===== src/rtl/core/obd_pkg.sv =====
// Shared constants, types and character helpers for the PID response decoder.
// Used by obd_parse, obd_conv and the top level; depends on nothing else.
`timescale 1ns / 1ps
`default_nettype none

package obd_pkg;

	// Sizing of the response buffer and of the hex pair store.
	localparam int RESPONSE_LIMIT = 128;
	localparam int MAX_PAIRS      = 8;
	localparam int FILL_W         = $clog2(RESPONSE_LIMIT);
	localparam int PAIR_W         = $clog2(MAX_PAIRS + 1);

	// Character classes for the first character of a pair.
	localparam logic [4:0] CLS_OTHER = 5'd16;
	localparam logic [4:0] CLS_WS    = 5'd17;
	localparam logic [4:0] CLS_PLUS  = 5'd18;
	localparam logic [4:0] CLS_MINUS = 5'd19;

	// Characters of interest.
	localparam logic [7:0] CH_CR     = 8'h0D;
	localparam logic [7:0] CH_LF     = 8'h0A;
	localparam logic [7:0] CH_SP     = 8'h20;
	localparam logic [7:0] CH_TAB    = 8'h09;
	localparam logic [7:0] CH_VT     = 8'h0B;
	localparam logic [7:0] CH_FF     = 8'h0C;
	localparam logic [7:0] CH_PLUS   = 8'h2B;
	localparam logic [7:0] CH_MINUS  = 8'h2D;
	localparam logic [7:0] CH_PROMPT = 8'h3E;

	// Lengths of the watched error texts.
	localparam logic [2:0] NODATA_LEN = 3'd7;
	localparam logic [2:0] ERROR_LEN  = 3'd5;
	localparam logic [2:0] UNABLE_LEN = 3'd6;

	// Parser state captured when a response ends.
	typedef struct packed {
		logic [2:0]        flags;
		logic [PAIR_W-1:0] pairs;
		logic [7:0]        first;
		logic [7:0]        second;
	} obd_snap_t;

	// One decoded result item.
	typedef struct packed {
		logic signed [24:0] value_milli;
		logic [7:0]         byte_b;
		logic [7:0]         byte_a;
		logic [2:0]         data_count;
		logic [2:0]         status;
	} obd_res_t;

	// Hex digit value, or CLS_OTHER for anything else.
	function automatic logic [4:0] hex_val(input logic [7:0] c);
		logic [7:0] d;
		d = 8'd0;
		if (c inside {[8'h30:8'h39]}) begin
			d = c - 8'h30;
		end else if (c inside {[8'h61:8'h66]}) begin
			d = c - 8'h57;
		end else if (c inside {[8'h41:8'h46]}) begin
			d = c - 8'h37;
		end else begin
			d = {3'd0, CLS_OTHER};
		end
		return d[4:0];
	endfunction

	// Class of the first character of a pair.
	function automatic logic [4:0] classify(input logic [7:0] c);
		logic [4:0] h;
		h = hex_val(c);
		if (h != CLS_OTHER) return h;
		if (c inside {CH_TAB, CH_VT, CH_FF}) return CLS_WS;
		if (c == CH_PLUS) return CLS_PLUS;
		if (c == CH_MINUS) return CLS_MINUS;
		return CLS_OTHER;
	endfunction

	// Byte value of a pair in base 16: two digits, one digit alone, or blank, + or - and a digit.
	function automatic logic [7:0] pair_value(input logic [4:0] first, input logic [7:0] c);
		logic [4:0] h;
		h = hex_val(c);
		if (!first[4]) begin
			return (h[4]) ? {4'd0, first[3:0]} : {first[3:0], h[3:0]};
		end
		if (h[4]) return 8'd0;
		if (first == CLS_WS || first == CLS_PLUS) return {4'd0, h[3:0]};
		if (first == CLS_MINUS) return 8'd0 - {4'd0, h[3:0]};
		return 8'd0;
	endfunction

	// Characters of the watched texts by position.
	function automatic logic [7:0] nodata_chr(input logic [2:0] m);
		case (m)
			3'd0: return "N";
			3'd1: return "O";
			3'd2: return " ";
			3'd3: return "D";
			3'd4: return "A";
			3'd5: return "T";
			3'd6: return "A";
			default: return 8'd0;
		endcase
	endfunction

	function automatic logic [7:0] error_chr(input logic [2:0] m);
		case (m)
			3'd0: return "E";
			3'd1: return "R";
			3'd2: return "R";
			3'd3: return "O";
			3'd4: return "R";
			default: return 8'd0;
		endcase
	endfunction

	function automatic logic [7:0] unable_chr(input logic [2:0] m);
		case (m)
			3'd0: return "U";
			3'd1: return "N";
			3'd2: return "A";
			3'd3: return "B";
			3'd4: return "L";
			3'd5: return "E";
			default: return 8'd0;
		endcase
	endfunction

	// One step of a text matcher: returns {hit, next position}.
	function automatic logic [3:0] track(input logic [2:0] m, input logic [7:0] c,
			input logic [7:0] pm, input logic [7:0] p0, input logic [2:0] len);
		logic [2:0] mn;
		logic       hit;
		hit = 1'b0;
		if (m < len && c == pm) begin
			mn = m + 3'd1;
		end else begin
			mn = (c == p0) ? 3'd1 : 3'd0;
		end
		if (mn >= len) begin
			hit = 1'b1;
			mn  = 3'd0;
		end
		return {hit, mn};
	endfunction

endpackage

`default_nettype wire


===== src/rtl/core/obd_parse.sv =====
// Character parser: whitespace collapse, error text matching and hex pair capture.
// Depends on obd_pkg; produces one snapshot item per finished response.
`timescale 1ns / 1ps
`default_nettype none

module obd_parse import obd_pkg::*; (
	input  wire logic       clk,
	input  wire logic       arst_n,
	input  wire logic       adv,
	input  wire logic       in_vld,
	input  wire logic       in_cmd,
	input  wire logic [7:0] in_char,
	output logic            snap_vld_s2,
	output obd_snap_t       snap_s2
);

	logic [FILL_W-1:0] fill_count_q, n_fill;
	logic              last_was_space_q, n_lws;
	logic              pair_half_q, n_half;
	logic [4:0]        first_digit_q, n_first;
	logic [PAIR_W-1:0] pair_count_q, n_pair;
	logic [7:0]        data_first_q, n_df;
	logic [7:0]        data_second_q, n_ds;
	logic [2:0]        nodata_match_q, n_nm;
	logic [2:0]        error_match_q, n_em;
	logic [2:0]        unable_match_q, n_um;
	logic [2:0]        found_flags_q, n_flags;
	logic              discarding_q;

	logic       emit, clr, disc_set, feed;
	logic [7:0] mc;
	logic [3:0] nm_t, em_t, um_t;

	// Text matchers run on the collapsed character.
	assign nm_t = track(nodata_match_q, mc, nodata_chr(nodata_match_q), "N", NODATA_LEN);
	assign em_t = track(error_match_q, mc, error_chr(error_match_q), "E", ERROR_LEN);
	assign um_t = track(unable_match_q, mc, unable_chr(unable_match_q), "U", UNABLE_LEN);

	// Next state for one item.
	always_comb begin
		n_fill   = fill_count_q;
		n_lws    = last_was_space_q;
		n_half   = pair_half_q;
		n_first  = first_digit_q;
		n_pair   = pair_count_q;
		n_df     = data_first_q;
		n_ds     = data_second_q;
		emit     = 1'b0;
		clr      = 1'b0;
		disc_set = 1'b0;
		feed     = 1'b0;
		mc       = in_char;
		if (in_vld) begin
			if (in_cmd) begin
				emit = !discarding_q;
				clr  = 1'b1;
			end else if (discarding_q) begin
				clr = (in_char == CH_PROMPT);
			end else begin
				if (in_char inside {CH_CR, CH_LF, CH_SP}) begin
					if (fill_count_q != '0 && !last_was_space_q) begin
						n_fill = fill_count_q + 1'b1;
						n_lws  = 1'b1;
						mc     = CH_SP;
						feed   = 1'b1;
					end
				end else begin
					n_fill = fill_count_q + 1'b1;
					n_lws  = 1'b0;
					feed   = 1'b1;
					if (in_char == CH_PROMPT) begin
						emit = 1'b1;
						clr  = 1'b1;
					end else if (!pair_half_q) begin
						n_first = classify(in_char);
						n_half  = 1'b1;
					end else begin
						n_half = 1'b0;
						if (pair_count_q < PAIR_W'(MAX_PAIRS)) begin
							if (pair_count_q == PAIR_W'(2)) n_df = pair_value(first_digit_q, in_char);
							if (pair_count_q == PAIR_W'(3)) n_ds = pair_value(first_digit_q, in_char);
							n_pair = pair_count_q + 1'b1;
						end
					end
				end
				// A full buffer ends the response and drops the rest up to the prompt or a cmd item.
				if (!clr && n_fill >= FILL_W'(RESPONSE_LIMIT - 1)) begin
					emit     = 1'b1;
					clr      = 1'b1;
					disc_set = 1'b1;
				end
			end
		end
		n_nm    = feed ? nm_t[2:0] : nodata_match_q;
		n_em    = feed ? em_t[2:0] : error_match_q;
		n_um    = feed ? um_t[2:0] : unable_match_q;
		n_flags = found_flags_q | (feed ? {um_t[3], em_t[3], nm_t[3]} : 3'd0);
	end

	// Parser state registers.
	always_ff @(posedge clk or negedge arst_n) begin
		if (!arst_n) begin
			fill_count_q     <= '0;
			last_was_space_q <= 1'b0;
			pair_half_q      <= 1'b0;
			first_digit_q    <= '0;
			pair_count_q     <= '0;
			data_first_q     <= '0;
			data_second_q    <= '0;
			nodata_match_q   <= '0;
			error_match_q    <= '0;
			unable_match_q   <= '0;
			found_flags_q    <= '0;
			discarding_q     <= 1'b0;
			snap_vld_s2      <= 1'b0;
		end else if (adv) begin
			snap_vld_s2 <= emit;
			if (clr) begin
				fill_count_q     <= '0;
				last_was_space_q <= 1'b0;
				pair_half_q      <= 1'b0;
				first_digit_q    <= '0;
				pair_count_q     <= '0;
				data_first_q     <= '0;
				data_second_q    <= '0;
				nodata_match_q   <= '0;
				error_match_q    <= '0;
				unable_match_q   <= '0;
				found_flags_q    <= '0;
				discarding_q     <= disc_set;
			end else begin
				fill_count_q     <= n_fill;
				last_was_space_q <= n_lws;
				pair_half_q      <= n_half;
				first_digit_q    <= n_first;
				pair_count_q     <= n_pair;
				data_first_q     <= n_df;
				data_second_q    <= n_ds;
				nodata_match_q   <= n_nm;
				error_match_q    <= n_em;
				unable_match_q   <= n_um;
				found_flags_q    <= n_flags;
			end
		end
	end

	// Snapshot payload for the converter.
	always_ff @(posedge clk) begin
		if (adv) begin
			snap_s2.flags  <= n_flags;
			snap_s2.pairs  <= n_pair;
			snap_s2.first  <= n_df;
			snap_s2.second <= n_ds;
		end
	end

`ifndef NO_ASSERTIONS
	a_pairs_bounded: assert property (@(posedge clk) disable iff (!arst_n)
		pair_count_q <= PAIR_W'(MAX_PAIRS))
		else $error("pair count beyond store size");

	a_discard_clean: assert property (@(posedge clk) disable iff (!arst_n)
		discarding_q |-> (fill_count_q == '0 && pair_count_q == '0 && found_flags_q == '0))
		else $error("state kept while discarding");

	a_timeout_clears: assert property (@(posedge clk) disable iff (!arst_n)
		(adv && in_vld && in_cmd) |=> (fill_count_q == '0 && !discarding_q))
		else $error("timeout did not clear the response");
`endif

endmodule

`default_nettype wire


===== src/rtl/core/obd_conv.sv =====
// Result converter: status, byte selection and PID value in thousandths.
// Depends on obd_pkg; two stages of constant multiplies around one register.
`timescale 1ns / 1ps
`default_nettype none

module obd_conv import obd_pkg::*; (
	input  wire logic       clk,
	input  wire logic       arst_n,
	input  wire logic       adv,
	input  wire logic [3:0] pid_select,
	input  wire logic       snap_vld,
	input  wire obd_snap_t  snap,
	output logic            res_vld,
	output obd_res_t        res
);

	localparam logic [2:0] ST_OK     = 3'd0;
	localparam logic [2:0] ST_NODATA = 3'd1;
	localparam logic [2:0] ST_ERROR  = 3'd2;
	localparam logic [2:0] ST_UNABLE = 3'd3;
	localparam logic [2:0] ST_TOOFEW = 3'd4;

	localparam logic [3:0] PID_RPM      = 4'd0;
	localparam logic [3:0] PID_SPEED    = 4'd1;
	localparam logic [3:0] PID_COOLANT  = 4'd2;
	localparam logic [3:0] PID_INTAKE   = 4'd3;
	localparam logic [3:0] PID_THROTTLE = 4'd4;
	localparam logic [3:0] PID_FUEL     = 4'd5;
	localparam logic [3:0] PID_BATTERY  = 4'd6;
	localparam logic [3:0] PID_TIMING   = 4'd7;
	localparam logic [3:0] PID_LOAD     = 4'd8;

	localparam logic [1:0] KIND_DIRECT = 2'd0;
	localparam logic [1:0] KIND_SPEED  = 2'd1;
	localparam logic [1:0] KIND_PCT    = 2'd2;

	// Reciprocals: floor(x/1000) for every x = 371*a + 500 with a below 256,
	// floor(y/51) for y below 2^23.
	localparam logic [13:0] RECIP_1000 = 14'd8389;
	localparam logic [23:0] RECIP_51   = 24'd10526881;

	logic [PAIR_W-1:0]  cnt_raw;
	logic [2:0]         status, count;
	logic [7:0]         a, b;
	logic [1:0]         kind, need;
	logic signed [24:0] val;
	logic [17:0]        spd_base;
	logic [16:0]        spd_x;
	logic [22:0]        pct_y;
	logic [23:0]        pct_x;
	logic signed [9:0]  temp_a;

	logic [2:0]         status_s3, count_s3;
	logic [7:0]         a_s3, b_s3;
	logic [1:0]         kind_s3;
	logic signed [24:0] val_s3;
	logic [17:0]        spd_base_s3;
	logic [16:0]        spd_x_s3;
	logic [22:0]        pct_y_s3;
	logic               vld_s3;

	logic [30:0]        spd_prod;
	logic [46:0]        pct_prod;

	// First stage: status, data bytes and the single-multiply conversions.
	always_comb begin
		cnt_raw  = (snap.pairs < PAIR_W'(3)) ? '0 : snap.pairs - PAIR_W'(2);
		status   = ST_OK;
		count    = 3'd0;
		a        = 8'd0;
		b        = 8'd0;
		kind     = KIND_DIRECT;
		val      = '0;
		need     = 2'd1;
		spd_base = 18'(a) * 18'd621;
		spd_x    = 17'(a) * 17'd371 + 17'd500;
		pct_x    = 24'(a) * 24'd40000 + 24'd51;
		pct_y    = pct_x[23:1];
		temp_a   = $signed({2'b00, a}) - 10'sd40;
		if (snap.flags != 3'd0) begin
			status = snap.flags[0] ? ST_NODATA : (snap.flags[1] ? ST_ERROR : ST_UNABLE);
		end else begin
			if (cnt_raw >= PAIR_W'(1)) a = snap.first;
			if (cnt_raw >= PAIR_W'(2)) b = snap.second;
			count = (cnt_raw > PAIR_W'(7)) ? 3'd7 : cnt_raw[2:0];
			need  = (pid_select == PID_RPM || pid_select == PID_BATTERY) ? 2'd2 : 2'd1;
			spd_base = 18'(a) * 18'd621;
			spd_x    = 17'(a) * 17'd371 + 17'd500;
			pct_x    = 24'(a) * 24'd40000 + 24'd51;
			pct_y    = pct_x[23:1];
			temp_a   = $signed({2'b00, a}) - 10'sd40;
			if (cnt_raw < PAIR_W'(need)) begin
				status = ST_TOOFEW;
			end else begin
				case (pid_select)
					PID_RPM:     val = $signed(25'({a, b}) * 25'd250);
					PID_SPEED:   kind = KIND_SPEED;
					PID_COOLANT, PID_INTAKE:
						val = 25'(temp_a) * 25'sd1800 + 25'sd32000;
					PID_THROTTLE, PID_FUEL, PID_LOAD:
						kind = KIND_PCT;
					PID_BATTERY: val = $signed({9'd0, a, b});
					PID_TIMING:  val = $signed(25'(a) * 25'd500) - 25'sd64000;
					default:     val = '0;
				endcase
			end
		end
	end

	always_ff @(posedge clk or negedge arst_n) begin
		if (!arst_n) begin
			vld_s3 <= 1'b0;
		end else if (adv) begin
			vld_s3 <= snap_vld;
		end
	end

	always_ff @(posedge clk) begin
		if (adv) begin
			status_s3   <= status;
			count_s3    <= count;
			a_s3        <= a;
			b_s3        <= b;
			kind_s3     <= kind;
			val_s3      <= val;
			spd_base_s3 <= spd_base;
			spd_x_s3    <= spd_x;
			pct_y_s3    <= pct_y;
		end
	end

	// Second stage: reciprocal multiplies finish speed and percent.
	assign spd_prod = spd_x_s3 * RECIP_1000;
	assign pct_prod = pct_y_s3 * RECIP_51;

	always_comb begin
		res_vld        = vld_s3;
		res.status     = status_s3;
		res.data_count = count_s3;
		res.byte_a     = a_s3;
		res.byte_b     = b_s3;
		case (kind_s3)
			KIND_SPEED: res.value_milli = $signed({7'd0, spd_base_s3} + {17'd0, spd_prod[30:23]});
			KIND_PCT:   res.value_milli = $signed({7'd0, pct_prod[46:29]});
			default:    res.value_milli = val_s3;
		endcase
	end

endmodule

`default_nettype wire


===== src/rtl/core/obd_pid_response_decoder.sv =====
// Top level of the PID response decoder: input register, parser, converter,
// output register with skid stage. Depends on obd_pkg, obd_parse and obd_conv.
//
//  Channel  Direction  Signals                      Payload
//  s_*      in         s_tvalid s_tready            tdata: rx_char; tuser: cmd
//  m_*      out        m_tvalid m_tready            tdata: status .. value_milli
//  cfg_*    in         cfg_valid cfg_ready          cfg_data: pid_select
//
// One item is accepted per clock while s_tready is high; the item that ends the
// response passes the input, snapshot, converter and output registers to m_tvalid.
// Reset clears the parser, pid_select and all valid flags.
// When the output stalls, the skid stage takes one result and s_tready drops
// until the output register drains it. cfg_ready is always high.
`timescale 1ns / 1ps
`default_nettype none

module obd_pid_response_decoder import obd_pkg::*; (
	input  wire logic        clk,
	input  wire logic        arst_n,
	input  wire logic        s_tvalid,
	output logic             s_tready,
	input  wire logic [7:0]  s_tdata,   // [7:0] rx_char
	input  wire logic [0:0]  s_tuser,   // [0] cmd
	output logic             m_tvalid,
	input  wire logic        m_tready,
	output logic [47:0]      m_tdata,   // [2:0] status, [5:3] data_count,
	                                    // [13:6] byte_a, [21:14] byte_b,
	                                    // [46:22] value_milli, [47] zero
	input  wire logic        cfg_valid,
	output logic             cfg_ready,
	input  wire logic [3:0]  cfg_data
);

	logic       adv;
	logic       vld_s1, cmd_s1;
	logic [7:0] char_s1;
	logic [3:0] pid_select_q;

	logic       snap_vld_s2;
	obd_snap_t  snap_s2;
	logic       res_vld;
	obd_res_t   res;

	logic       out_vld_q, skid_vld_q, pop;
	obd_res_t   out_q, skid_q;

	// The pipeline moves whenever the skid stage is free.
	assign adv      = !skid_vld_q;
	assign s_tready = adv;
	assign cfg_ready = 1'b1;

	// Configuration register.
	always_ff @(posedge clk or negedge arst_n) begin
		if (!arst_n) begin
			pid_select_q <= 4'd0;
		end else if (cfg_valid) begin
			pid_select_q <= cfg_data;
		end
	end

	// Input register.
	always_ff @(posedge clk or negedge arst_n) begin
		if (!arst_n) begin
			vld_s1 <= 1'b0;
		end else if (adv) begin
			vld_s1 <= s_tvalid;
		end
	end

	always_ff @(posedge clk) begin
		if (adv) begin
			cmd_s1  <= s_tuser[0];
			char_s1 <= s_tdata;
		end
	end

	obd_parse u_parse (
		.clk         (clk),
		.arst_n      (arst_n),
		.adv         (adv),
		.in_vld      (vld_s1),
		.in_cmd      (cmd_s1),
		.in_char     (char_s1),
		.snap_vld_s2 (snap_vld_s2),
		.snap_s2     (snap_s2)
	);

	obd_conv u_conv (
		.clk        (clk),
		.arst_n     (arst_n),
		.adv        (adv),
		.pid_select (pid_select_q),
		.snap_vld   (snap_vld_s2),
		.snap       (snap_s2),
		.res_vld    (res_vld),
		.res        (res)
	);

	// Output register and skid stage.
	assign pop = out_vld_q && m_tready;

	always_ff @(posedge clk or negedge arst_n) begin
		if (!arst_n) begin
			out_vld_q  <= 1'b0;
			skid_vld_q <= 1'b0;
		end else if (skid_vld_q) begin
			if (pop) skid_vld_q <= 1'b0;
		end else if (res_vld) begin
			if (out_vld_q && !m_tready) skid_vld_q <= 1'b1;
			else out_vld_q <= 1'b1;
		end else if (pop) begin
			out_vld_q <= 1'b0;
		end
	end

	always_ff @(posedge clk) begin
		if (skid_vld_q) begin
			if (pop) out_q <= skid_q;
		end else if (res_vld) begin
			if (out_vld_q && !m_tready) skid_q <= res;
			else out_q <= res;
		end
	end

	assign m_tvalid = out_vld_q;
	assign m_tdata  = {1'b0, out_q};

`ifndef NO_ASSERTIONS
	a_skid_behind_out: assert property (@(posedge clk) disable iff (!arst_n)
		skid_vld_q |-> out_vld_q)
		else $error("skid stage holds an item while the output is empty");
`endif

endmodule

`default_nettype wire

===== config.mk =====
export PLATFORM = sky130hd
export DESIGN_NAME = obd_pid_response_decoder
export DESIGN_NICKNAME = d
export VERILOG_FILES = /design/src/rtl/core/obd_pkg.sv /design/src/rtl/core/obd_parse.sv /design/src/rtl/core/obd_conv.sv /design/src/rtl/core/obd_pid_response_decoder.sv
export SDC_FILE = /design/constraint.sdc
export NUM_CORES = 1
export LEC_CHECK = 0
export ABC_AREA = 0
export BUFFER_PORTS_ARGS = -buffer_cell sky130_fd_sc_hd__clkbuf_2
export CAP_MARGIN = 10
export CORE_ASPECT_RATIO = 0.6
export CORE_MARGIN = 5
export CORE_UTILIZATION = 55
export DETAILED_ROUTE_END_ITERATION = 7
export HOLD_SLACK_MARGIN = 0.03
export PLACE_DENSITY = 0.76
export SLEW_MARGIN = 5
export SYNTH_ARGS = -nofsm -noshare
export SYNTH_HDL_FRONTEND = slang
export SYNTH_SLANG_ARGS = --single-unit

===== constraint.sdc =====
create_clock -name clk -period 7.95 [get_ports clk]
set_input_delay 0 -clock clk [delete_from_list [all_inputs] [get_ports clk]]
set_output_delay 0 -clock clk [all_outputs]
set_load 0.005 [all_outputs]

==> metrics.md, run 1 <==
| Metric | Value |
|---|---|
| Outcome | `complete, but fails checks` |
| Failing checks | `DRC` |
| Placement row count | `64` |
| Area grow syn2layout | `7.930%` |
| DR vias | `~21000` |
| Power per Cell Area | `a little over 90 mW/mm2` |
| Clock Sinks | `around 280` |
| Syn_area_per_cell | `10.20 um2` |
| Critical Path AT | `~8 ns` |
| Routed Antenna Nets | `0` |
| Worst EP required | `8.27 ns` |
| First-pass GRT wire length | `between 100000 and 150000 um` |
| # setup viols final | `0` |
| Final Wtd Congestion | `between 0.9 and 1` |
| CTS tree | `built` |
| H-tree levels | `1` |
| CP peak stage delay | `~0.53 ns` |
| Global-route track usage on met1 | `38.12%` |
| Initial antenna violation count | `0` |
| Io pins | `69` |
| Max Cap Viol | `0` |
| Pre-antenna DRT Iters | `8` |
| EDFF count, synth | `about 220` |
| Ratio of cells with drive above 1 in the final layout | `under 10%` |
| Ranking of synthesized cells by area | `edfxtp_1 (23%), ha_1 (22%), fa_1 (15%), inv_1 (6.0%), dfrtp_1 (4.9%)` |
| Critical Path Most Common Cell | `ha_1` |
| All-Layer GR Usage | `~26%` |
| Area leader, netlist | `edfxtp_1` |
| M3 GR Usage | `5.998%` |
| Pleak | `approximately 15 nW` |
| Sequential area share after synthesis | `28.22%` |
| Critical path capture point type | `register` |
| Maximum VDD drop | `between 0.15 and 0.2 mV` |
| Starting density of the core | `between 50% and 60%` |
| DRT iter0 DRCs | `~2300` |
| Yosys reg bits | `around 280` |
| Clk buf depth | `3` |
| Final nets | `roughly 3600` |
| Hold Path Class | `in -> async` |
| Final hold vios | `0` |
| Yosys cell types | `between 90 and 100` |
| # port buffers | `66` |
| CTS root buffer | `clkbuf_16` |
| Via/cell ratio | `slightly below 6` |
| Slowest CP cell | `fa_1` |
| Async SR Flop Fraction | `between 20 and 25%` |
| CTS buffer count | `27` |
| Actual slew at the worst max-slew pin | `around 0.94 ns` |
| HPWL after DPL | `slightly below 60000 um` |
| Busiest layer in global routing | `met2` |
| Most common cell in the synthesized netlist | `ha_1` |
| Die height | `approximately 190 um` |
| Reg clk slew, reported paths | `roughly 0.07 ns` |
| Final-layout fill cell count | `between 4000 and 5000` |
| Slew Viols, Final | `0` |
| Antenna Cells | `0` |
| M2 GR Usage | `between 40% and 50%` |
| Register cell area after layout | `roughly 0.0080 mm2` |
| Die width | `roughly 300 um` |
| Worst Setup Path Type | `reg -> reg` |
| Yosys top cell area share | `approximately a quarter` |
| Synth warnings | `0` |
| Largest net degree at the start of global routing | `slightly below 80` |
| Post-layout util | `~60%` |
| Gate Count Post-Synth | `around 2800` |
| Core footprint | `between 0.05 and 0.06 mm2` |
| Vias in the first global route | `approximately 21000` |
| Final wirelength | `between 70000 and 80000 um` |
| Startpoint types | `register` |
| Synth Flop Type | `edfxtp_1` |
| Worst-path maximum fanout | `5` |
| FMAX | `133.0 MHz` |
| Commonest cells post-synth | `ha_1 (503), inv_1 (452), edfxtp_1 (221)` |
| Setup TNS | `0 ns` |
| Period utilization | `94.58%` |
| DR WL/cell | `between 20 and 25 um` |
| Mapped cell area | `0.02848 mm2` |
| Total gr overflow | `0` |
| Mapped Nets | `3523` |
| Crit path time final | `around 7.5 ns` |
| Worst-skew pair later-pin latency | `0.58 ns` |
| Post-Route Skew | `about 0.024 ns` |
| DRC errors left | `6` |
| Die ar. | `approximately 0.057 mm2` |
| Relative slew slack | `37.58%` |
| Multi-input logic area | `~0.019 mm2` |
==> where the power goes <==
part | leakage (nW) | switching [W] | internal (W)
Combinational | 11.6 | 0.0000285 | 0.0000221
Clock | 0.399 | 0.000608 | 0.000648
Sequential | 2.71 | 0.00000530 | 0.00155
Total | 14.7 | 0.000642 | 0.00222
==> worst max-delay path, delay by kind of cell (launching register included) <==
kind / cells / cell delay, ns
muxes: 1 / 0.27
buffers and inverters: 4 / 0.23
xor gates and xnor gates: 2 / 0.24
AOI/OAI and AO/OA: 9 / 2.18
and+or+nand+nor: 5 / 0.59
adders and majority gates: 9 / 3.23
DFF: 1 / 0.51
==> placed cells by master (no fill, tap or decap), drive strengths merged, types with 38 or more instances in the layout <==
master  instances
ha            503
inv           458
edfxtp        221
fa            210
nor2          176
nand2         166
a21oi         137
o21ai         104
clkbuf        101
xnor2          81
mux2           58
dfrtp          56
xor2           51
nand3          43
nor3           43
and2           40
a21o           38
==> registers in the layout, summed over array words and instances, names as in the netlist, 4 cells and up <==
| register | flops |
|---|---|
| u_conv.a_s3 | 8 |
| skid_q | 47 |
| u_conv.pct_y_s3 | 14 |
| m_tdata | 47 |
| u_parse.pair_count_q | 4 |
| u_parse.data_first_q | 8 |
| u_conv.b_s3 | 8 |
| u_parse.data_second_q | 8 |
| u_parse.first_digit_q | 5 |
| char_s1 | 8 |
| pid_select_q | 4 |
| u_conv.val_s3 | 25 |
| u_conv.spd_x_s3 | 16 |
| u_conv.spd_base_s3 | 16 |
| u_parse.snap_s2 | 23 |
| u_parse.fill_count_q | 7 |
==> stage by stage <==
stage          total power (W)  hold slack, ns  std cells  instance area, um2  setup WS [ns]
6_report              0.002860         0.09591       3590               30740         0.4309
3_5_place_dp          0.001626          0.1786       3520               29710         0.4173
3_3_place_gp          0.001624          0.1780       3520               29710         0.5648
4_1_cts               0.002879          0.1184       3590               30730         0.4070
5_1_grt               0.002949          0.1461       3590               30740       -0.02724
2_1_floorplan         0.001605         -0.2956       2792               28480          1.039
==> final cells by class <==
type | instances | area share [%]
clock buffers | 35 | 2.328
clock inverters | 15 | 0.3582
inverters | 454 | 5.561
multi-input cells | 1998 | 60.27
flip-flops and latches | 277 | 26.15
well taps | 693 | 2.821
repair buffers | 118 | 2.508
==> cell families (layout without fill, tap and decap cells) <==
logic type,count (synthesis),in the layout,share of synthesized area (%)
compound gates,493,493,11.50
xor+xnor,132,132,4.060
fa+ha+maj,713,713,36.86
buf+inv,517,622,6.858
flops,277,277,28.22
mux,66,66,2.588
other cells,2,2,0.02637
simple gates,592,592,9.881
==> layer usage <==
layer	vias to the layer above	part of all wire, %
li1	9818	-
met1	10310	46
met2	871	43
met3	101	9.3
met4	0	1.8
met5	-	0
==> path summary, 6_finish.rpt <==
path                                     from                   endpoint  slack, ns  depth (start not counted)
setup / recovery           u_conv.spd_x_s3[9]                m_tdata[36]       0.43                         30
hold / removal                         arst_n  u_parse.unable_match_q[2]        0.1                          3
setup reg to reg           u_conv.spd_x_s3[9]                m_tdata[36]       0.43                         30
hold reg to reg                u_conv.b_s3[0]                 skid_q[14]       0.44                          0
max in group asynchronous              arst_n   u_parse.first_digit_q[1]       7.33                          3
min in group clk                   s_tdata[4]                 char_s1[4]       0.15                          2
==> repair_timing <==
action | CTS | global route
endpoints found under the setup margin | 0 | 2
hold buffers | 20 | 0
endpoints found under the hold margin | 72 | 0
setup buffers | 0 | 0
gates resized for setup | 0 | 1
No activity file was read; power rests on OpenSTA's default activity.
==> run 2, diff against run 1 <==
--- a/config.mk
+++ b/config.mk
@@ -8,12 +8,14 @@
 export ABC_AREA = 0
 export BUFFER_PORTS_ARGS = -buffer_cell sky130_fd_sc_hd__clkbuf_2
 export CAP_MARGIN = 10
+export CELL_PAD_IN_SITES_DETAIL_PLACEMENT = 1
+export CELL_PAD_IN_SITES_GLOBAL_PLACEMENT = 1
 export CORE_ASPECT_RATIO = 0.6
 export CORE_MARGIN = 5
-export CORE_UTILIZATION = 55
+export CORE_UTILIZATION = 45
 export DETAILED_ROUTE_END_ITERATION = 7
 export HOLD_SLACK_MARGIN = 0.03
-export PLACE_DENSITY = 0.76
+export PLACE_DENSITY = 0.78
 export SLEW_MARGIN = 5
 export SYNTH_ARGS = -nofsm -noshare
 export SYNTH_HDL_FRONTEND = slang
==> constraint.sdc (replaced) <==
create_clock -name clk -period 9.1 [get_ports clk]
set_input_delay 0 -clock clk [delete_from_list [all_inputs] [get_ports clk]]
set_output_delay 0 -clock clk [all_outputs]
set_load 0.005 [all_outputs]
==> run 2 against run 1 <==
Net effect:
- the flow now finishes without violations
- design area is 1.0% higher
- core utilization is 11 points lower
- die area is 21% higher
- first-iteration DRC count is 26% lower
- highest routed layer is now met5
- sequential power is 12% lower
- hold slack worse by 0.0046 ns
- fmax is 7.2% lower
- cell count is 4.0% higher
- global-route usage is 0.85 points lower
- flip-flop and latch count stayed put
- register-to-register slack better by 0.56 ns
- clock skew is 0.0056 ns higher
- critical path type unchanged
==> metrics.md, run 2 (same netlist as run 1, synthesis figures left out) <==
| Metric | Value |
|---|---|
| Outcome | `finished clean` |
| Actual slew at the worst max-slew pin | `roughly 1.1 ns` |
| Delay-heaviest family, CP | `compound AO/OA/AOI/OAI gates` |
| Final Wtd Congestion | `~0.92` |
| CTS tree | `built` |
| All-Layer GR Usage | `25.03%` |
| Final hold vios | `0` |
| Starting density of the core | `45.47%` |
| # setup viols final | `0` |
| Max Cap Viol | `0` |
| Die width | `334.8 um` |
| Io pins | `69` |
| Highest-count cells in the layout ignoring fill and taps | `ha_1 (503), inv_1 (452), edfxtp_1 (221)` |
| Reg clk slew, reported paths | `roughly 0.070 ns` |
| Crit path time final | `approximately 8 ns` |
| Worst EP required | `around 9.4 ns` |
| Final wirelength | `about 86000 um` |
| Worst-skew pair later-pin latency | `~0.62 ns` |
| DRT iter0 DRCs | `around 1700` |
| Antenna Cells | `0` |
| Maximum VDD drop | `about 0.14 mV` |
| Placed cell areas | `~0.030 mm2` |
| H-tree levels | `1` |
| Unrepaired setup endpoints after global routing | `no` |
| Slew Viols, Final | `0` |
| Vias in the first global route | `23130` |
| Multi-input logic area | `~0.019 mm2` |
| DRC errors left | `0` |
| CTS root buffer | `clkbuf_16` |
| Slowest CP cell | `a41oi_1` |
| Placement row count | `approximately 70` |
| Relative slew slack | `27.11%` |
| DR WL/cell | `between 20 and 25 um` |
| Die height | `just over 200 um` |
| Clk buf depth | `3` |
| Via/cell ratio | `5.696` |
| # port buffers | `between 60 and 70` |
| Period utilization | `roughly 89%` |
| Pre-antenna DRT Iters | `6` |
| DR vias | `roughly 21000` |
| Final Non-Filler Cells | `about 3700` |
| Power per Cell Area | `between 80 and 90 mW/mm2` |
| Hold Path Class | `in -> async` |
| Pleak | `14.71 nW` |
| Initial antenna violation count | `2` |
| Final nets | `3602` |
| Critical Path AT | `roughly 8.4 ns` |
| Final-layout fill cell count | `a little under 7000` |
| Total gr overflow | `0` |
| Worst Setup Path Type | `reg -> reg` |
| Routed Antenna Nets | `0` |
| First-pass GRT wire length | `135200 um` |
| Critical Path Stages | `27` |
| Startpoint types | `register` |
| Largest net degree at the start of global routing | `around 110` |
| Finished Cell Area | `a little over 0.03 mm2` |
| R2R cell count | `27` |
| HPWL after DPL | `about 68000 um` |
| FF-to-FF setup slack | `around 1 ns` |
| Core footprint | `0.06263 mm2` |
| Worst-path maximum fanout | `6` |
| Post-Route Skew | `between 0.02 and 0.03 ns` |
| FMAX | `123.4 MHz` |
| Critical Path Most Common Cell | `ha_1` |
| Ratio of cells with drive above 1 in the final layout | `under 10%` |
| Worst Path Buf+Inv | `2` |
| Clock Sinks | `~280` |
| Setup TNS | `0 ns` |
| CTS buffer count | `31` |
| DP Cell Count | `~3700` |
| Area grow syn2layout | `9.055%` |
| Commonest non-fill, non-tap cell in the layout | `ha_1` |
| CP peak stage delay | `0.78 ns` |
| Register cell area after layout | `0.008039 mm2` |
| Die ar. | `0.06858 mm2` |
| Critical path capture point type | `register` |
==> run 2: final cells by class <==
| cell class | count | share of cell area (%) |
|---|---|---|
| multi-input combinational | 1998 | 59.64 |
| sequential | 277 | 25.88 |
| inverter | 454 | 5.503 |
| tap | 839 | 3.380 |
| clock buffer | 40 | 2.703 |
| timing repair buffer | 109 | 2.304 |
| clock inverter | 18 | 0.5842 |
==> run 2: repair_timing <==
item,CTS,global route
endpoints found under the hold margin,72,0
setup buffers,0,0
gates resized for setup,0,0
hold buffers,20,0
==> run 2: power breakdown <==
part           internal, W  switching, W  leakage, nW   total, W
logic            0.0000191     0.0000267         11.5  0.0000458
clock network     0.000716      0.000591        0.483    0.00131
registers          0.00135    0.00000487         2.71    0.00136
==> run 2: through the flow <==
stage / total power [W] / hold WS (ns) / worst slack (ns) / util [%]
3_3_place_gp: 0.001420 / 0.1777 / 1.184 / 47.63
4_1_cts: 0.002729 / 0.07879 / 1.041 / 49.58
6_report: 0.002711 / 0.09129 / 0.9956 / 49.59
3_5_place_dp: 0.001422 / 0.1796 / 1.078 / 47.63
2_1_floorplan: 0.001402 / -0.2956 / 2.189 / -
5_1_grt: 0.002792 / 0.09099 / 0.5240 / 49.59
==> run 2: worst register-to-register path, cell delays in order (launching register included) <==
cell	delay, ns
edfxtp_1	0.54
ha_1	0.37
ha_1	0.30
ha_1	0.28
inv_1	0.05
fa_1	0.51
fa_1	0.54
inv_1	0.05
fa_1	0.47
ha_1	0.33
nor2b_1	0.14
a2111oi_0	0.36
o22ai_1	0.17
a31oi_1	0.39
nand2_1	0.14
a21oi_1	0.20
xnor2_1	0.19
ha_1	0.28
a21o_1	0.15
a21oi_1	0.23
o21bai_1	0.10
a21oi_1	0.25
o21bai_1	0.14
a41oi_1	0.78
nor2_1	0.11
xor2_1	0.19
a2111oi_2	0.46
o31ai_1	0.13
==> run 2: final timing paths <==
| kind | to | startpoint |
|---|---|---|
| worst min register to register | skid_q[3] | u_conv.count_s3[0] |
| min in group clk | cmd_s1 | s_tuser |
| max in group asynchronous | u_parse.data_first_q[1] | arst_n |
| worst max-delay path | m_tdata[37] | u_conv.spd_x_s3[7] |
| worst min-delay path | u_parse.snap_vld_s2 | arst_n |
| worst max register to register | m_tdata[37] | u_conv.spd_x_s3[7] |
==> run 2: layer usage <==
metal / vias to the layer above / global-route usage [%] / share of wire, %
li1: 9814 / - / -
met1: 10780 / 37.07 / 48
met2: 580 / 38.11 / 43
met3: 98 / 6.165 / 8.1
met4: 2 / 3.549 / 1.6
met5: - / 0 / 0.014
==> run 3, diff against run 2 <==
--- a/config.mk
+++ b/config.mk
@@ -12,11 +12,13 @@
 export CELL_PAD_IN_SITES_GLOBAL_PLACEMENT = 1
 export CORE_ASPECT_RATIO = 0.6
 export CORE_MARGIN = 5
-export CORE_UTILIZATION = 45
+export CORE_UTILIZATION = 40
 export DETAILED_ROUTE_END_ITERATION = 7
 export HOLD_SLACK_MARGIN = 0.03
-export PLACE_DENSITY = 0.78
+export PLACE_DENSITY = 0.71
+export SETUP_SLACK_MARGIN = 0.2
 export SLEW_MARGIN = 5
 export SYNTH_ARGS = -nofsm -noshare
 export SYNTH_HDL_FRONTEND = slang
+export SYNTH_HIERARCHICAL = 1
 export SYNTH_SLANG_ARGS = --single-unit
==> run 3 against run 2 <==
Net effect:
- flip-flop and latch count did not move
- global-route usage fell by 2.8 points
- cell count increased by 3.1%
- critical endpoint is now u_conv/val_s3[22]
- synthesized area grew 2.4%
- clock-buffer cell count fell by 8
- design area is 2.4% higher
- critical path depth fell by 4
- clock skew rose by 0.053 ns
- via count is 0.82% higher
- largest power group is now clock
- highest routed layer unchanged
- critical path type unchanged
- register-to-register slack worse by 0.25 ns
- combinational power grew 5.9%
==> metrics.md, run 3 <==
| Metric | Value |
|---|---|
| Outcome | `finished clean` |
| Ratio of cells with drive above 1 in the final layout | `under 10%` |
| Worst hold path depth | `2` |
| Total gr overflow | `0` |
| FF-to-FF Start | `u_parse/snap_s2[17]` |
| WHS | `around 0.075 ns` |
| Area leader, netlist | `edfxtp_1` |
| Async SR Flop Fraction | `a little over 20%` |
| Syn_area_per_cell | `10.49 um2` |
| Yosys reg bits | `around 280` |
| DRT iter0 DRCs | `approximately 1600` |
| Sw frac | `between 20% and 30%` |
| Worst-case hold path end point | `char_s1[6]` |
| Sequential area share after synthesis | `27.57%` |
| R2R cell count | `23` |
| Period utilization | `between 90% and 100%` |
| Crit path time final | `between 8 and 9 ns` |
| Mapped cell area | `0.02915 mm2` |
| Post-Route Skew | `just over 0.08 ns` |
| Yosys cell types | `between 100 and 150` |
| R2r endpoint | `u_conv/val_s3[22]` |
| Pleak | `15.19 nW` |
| Setup TNS | `0 ns` |
| FMAX | `119.7 MHz` |
| # setup viols final | `0` |
| DR vias | `~21000` |
| Unrepaired setup endpoints after global routing | `no` |
| Clk buf depth | `3` |
| Register cell area after layout | `0.008041 mm2` |
| Starting density of the core | `about two fifths` |
| Routed Antenna Nets | `0` |
| DR WL/cell | `approximately 23 um` |
| Synth Flop Type | `edfxtp_1` |
| Post-layout util | `between 40% and 50%` |
| Critical Path AT | `8.75 ns` |
| First-pass GRT wire length | `roughly 140000 um` |
| Postcts setup bufs | `0` |
| CTS buffer count | `30` |
| Most common cell in the synthesized netlist | `ha_1` |
| Sw Pwr | `0.0006105 W` |
| HPWL after DPL | `70390 um` |
| Final nets | `approximately 3600` |
| FF-to-FF setup slack | `about 0.75 ns` |
| Worst Setup Path Type | `reg -> reg` |
| # port buffers | `66` |
| Clock Sinks | `approximately 280` |
| Power share of the clock group | `approximately half` |
| Worst EP required | `approximately 9.5 ns` |
| Max Cap Viol | `0` |
| CTS root buffer | `clkbuf_16` |
| Final hold vios | `0` |
| Logic gate share of total power | `under 10%` |
| Via/cell ratio | `roughly 5.6` |
| All-Layer GR Usage | `between 20 and 25%` |
| DRC errors left | `0` |
| Vias in the first global route | `between 20000 and 25000` |
| Worst-path maximum fanout | `10` |
| EDFF count, synth | `approximately 220` |
| H-tree levels | `1` |
| Hold Path Class | `in -> reg` |
| Commonest cells post-synth | `ha_1 (502), inv_1 (437), edfxtp_1 (221)` |
| Antenna Cells | `0` |
| Ranking of synthesized cells by area | `edfxtp_1 (23%), ha_1 (22%), fa_1 (14%), inv_1 (5.6%), dfrtp_1 (4.8%)` |
| Maximum VDD drop | `~0.13 mV` |
| Final-layout fill cell count | `7962` |
| Actual slew at the worst max-slew pin | `about 1.2 ns` |
| HP Start | `s_tdata[6]` |
| Final wirelength | `87020 um` |
| Multi-input logic area | `approximately 0.019 mm2` |
| Io pins | `between 60 and 70` |
| Reg clk slew, reported paths | `roughly 0.070 ns` |
| Power per Cell Area | `between 80 and 90 mW/mm2` |
| Critical path capture point type | `register` |
| Die ar. | `between 0.07 and 0.08 mm2` |
| P_int | `approximately 0.0022 W` |
| Largest net degree at the start of global routing | `84` |
| Area grow syn2layout | `9.121%` |
| Gate Count Post-Synth | `2779` |
| Yosys top cell area share | `between 20 and 25%` |
| Commonest non-fill, non-tap cell in the layout | `ha_1` |
| Final Wtd Congestion | `about 0.9` |
| Pre-antenna DRT Iters | `5` |
| Slew Viols, Final | `0` |
| Relative slew slack | `between 15 and 20%` |
| CTS tree | `built` |
| Mapped Nets | `approximately 3500` |
| Worst-skew pair later-pin latency | `between 0.6 and 0.7 ns` |
| Placement row count | `76` |
| Startpoint types | `register` |
| Synth warnings | `6` |
| Die height | `about 220 um` |
| Flop pwr share | `48.6%` |
| Core footprint | `~0.07 mm2` |
| Initial antenna violation count | `2` |
| Die width | `between 300 and 400 um` |
| Highest-count cells in the layout ignoring fill and taps | `ha_1 (502), inv_1 (437), edfxtp_1 (221)` |
==> run 3: repair_timing <==
| item | CTS | global route |
|---|---|---|
| gates resized for setup | 0 | 0 |
| hold endpoints to repair | 72 | 0 |
| hold buffers | 27 | 0 |
==> run 3: how the worst max path moves through the flow <==
stage	start	end
floorplan	u_conv/spd_x_s3[8]	m_tdata[36]
global placement	u_parse/snap_s2[17]	u_conv/val_s3[21]
detailed placement	u_parse/snap_s2[17]	u_conv/val_s3[22]
CTS	u_parse/snap_s2[17]	u_conv/val_s3[22]
global route	u_parse/snap_s2[17]	u_conv/val_s3[22]
finish	u_parse/snap_s2[17]	u_conv/val_s3[22]
==> run 3: final cells by class <==
type | count | area share (%)
inverter | 444 | 5.263
timing repair buffer | 108 | 2.242
tap | 975 | 3.835
clock inverter | 22 | 1.070
multi-input combinational | 1993 | 59.93
clock buffer | 32 | 2.384
sequential | 277 | 25.28
==> run 3: cells by family after synthesis <==
logic type / after synthesis / share of synthesized area (%)
simple gates: 526 / 9.112
other cells: 2 / 0.02576
compound gates: 543 / 12.71
buf+inv: 509 / 7.061
xor+xnor: 140 / 4.331
fa+ha+maj: 711 / 35.90
mux: 71 / 3.284
flops: 277 / 27.57
==> run 3: per-stage QoR <==
stage,area (um2),total power [W],cells,setup slack [ns]
final,31810,0.002794,3851,0.7489
after global routing,31810,0.002886,3851,0.2407
after CTS,31810,0.002829,3851,0.7978
after detailed placement,30440,0.001422,3770,0.8602
after global placement,30440,0.001421,3770,1.158
after floorplan,29150,0.001402,2779,2.311
==> run 3: metal layers <==
layer	up-vias	GRT usage [%]	wire, um
li1	9859	-	-
met3	97	6.090	6791
met5	-	0.6875	91
met4	6	3.471	1443
met2	553	33.08	36090
met1	10930	32.91	42600
==> run 3: power groups by stage <==
stage	logic (W)	clock network, W	registers [W]
after floorplan	0.0000205	0	0.00138
after global placement	0.0000366	0	0.00138
after detailed placement	0.0000373	0	0.00138
after CTS	0.0000478	0.00142	0.00136
after global routing	0.0000522	0.00148	0.00136
final	0.0000485	0.00139	0.00136
==> run 3: critical path, cell delays in order, from the launching register on <==
cell and delay [ns]:
edfxtp_1 0.51, inv_1 0.08, ha_1 0.21, xnor2_1 0.21
a31oi_4 0.35, a21o_1 0.39, nand2_1 0.53, inv_2 0.46
ha_1 0.44, inv_1 0.38, fa_1 0.61, inv_1 0.06
fa_1 0.45, ha_1 0.35, fa_1 0.49, a211oi_1 0.30
o21bai_1 0.15, a2111oi_0 0.46, a21oi_1 0.13, xnor2_1 0.21
a2111oi_1 0.82, a211o_1 0.23, a21o_1 0.17, o21ai_1 0.09
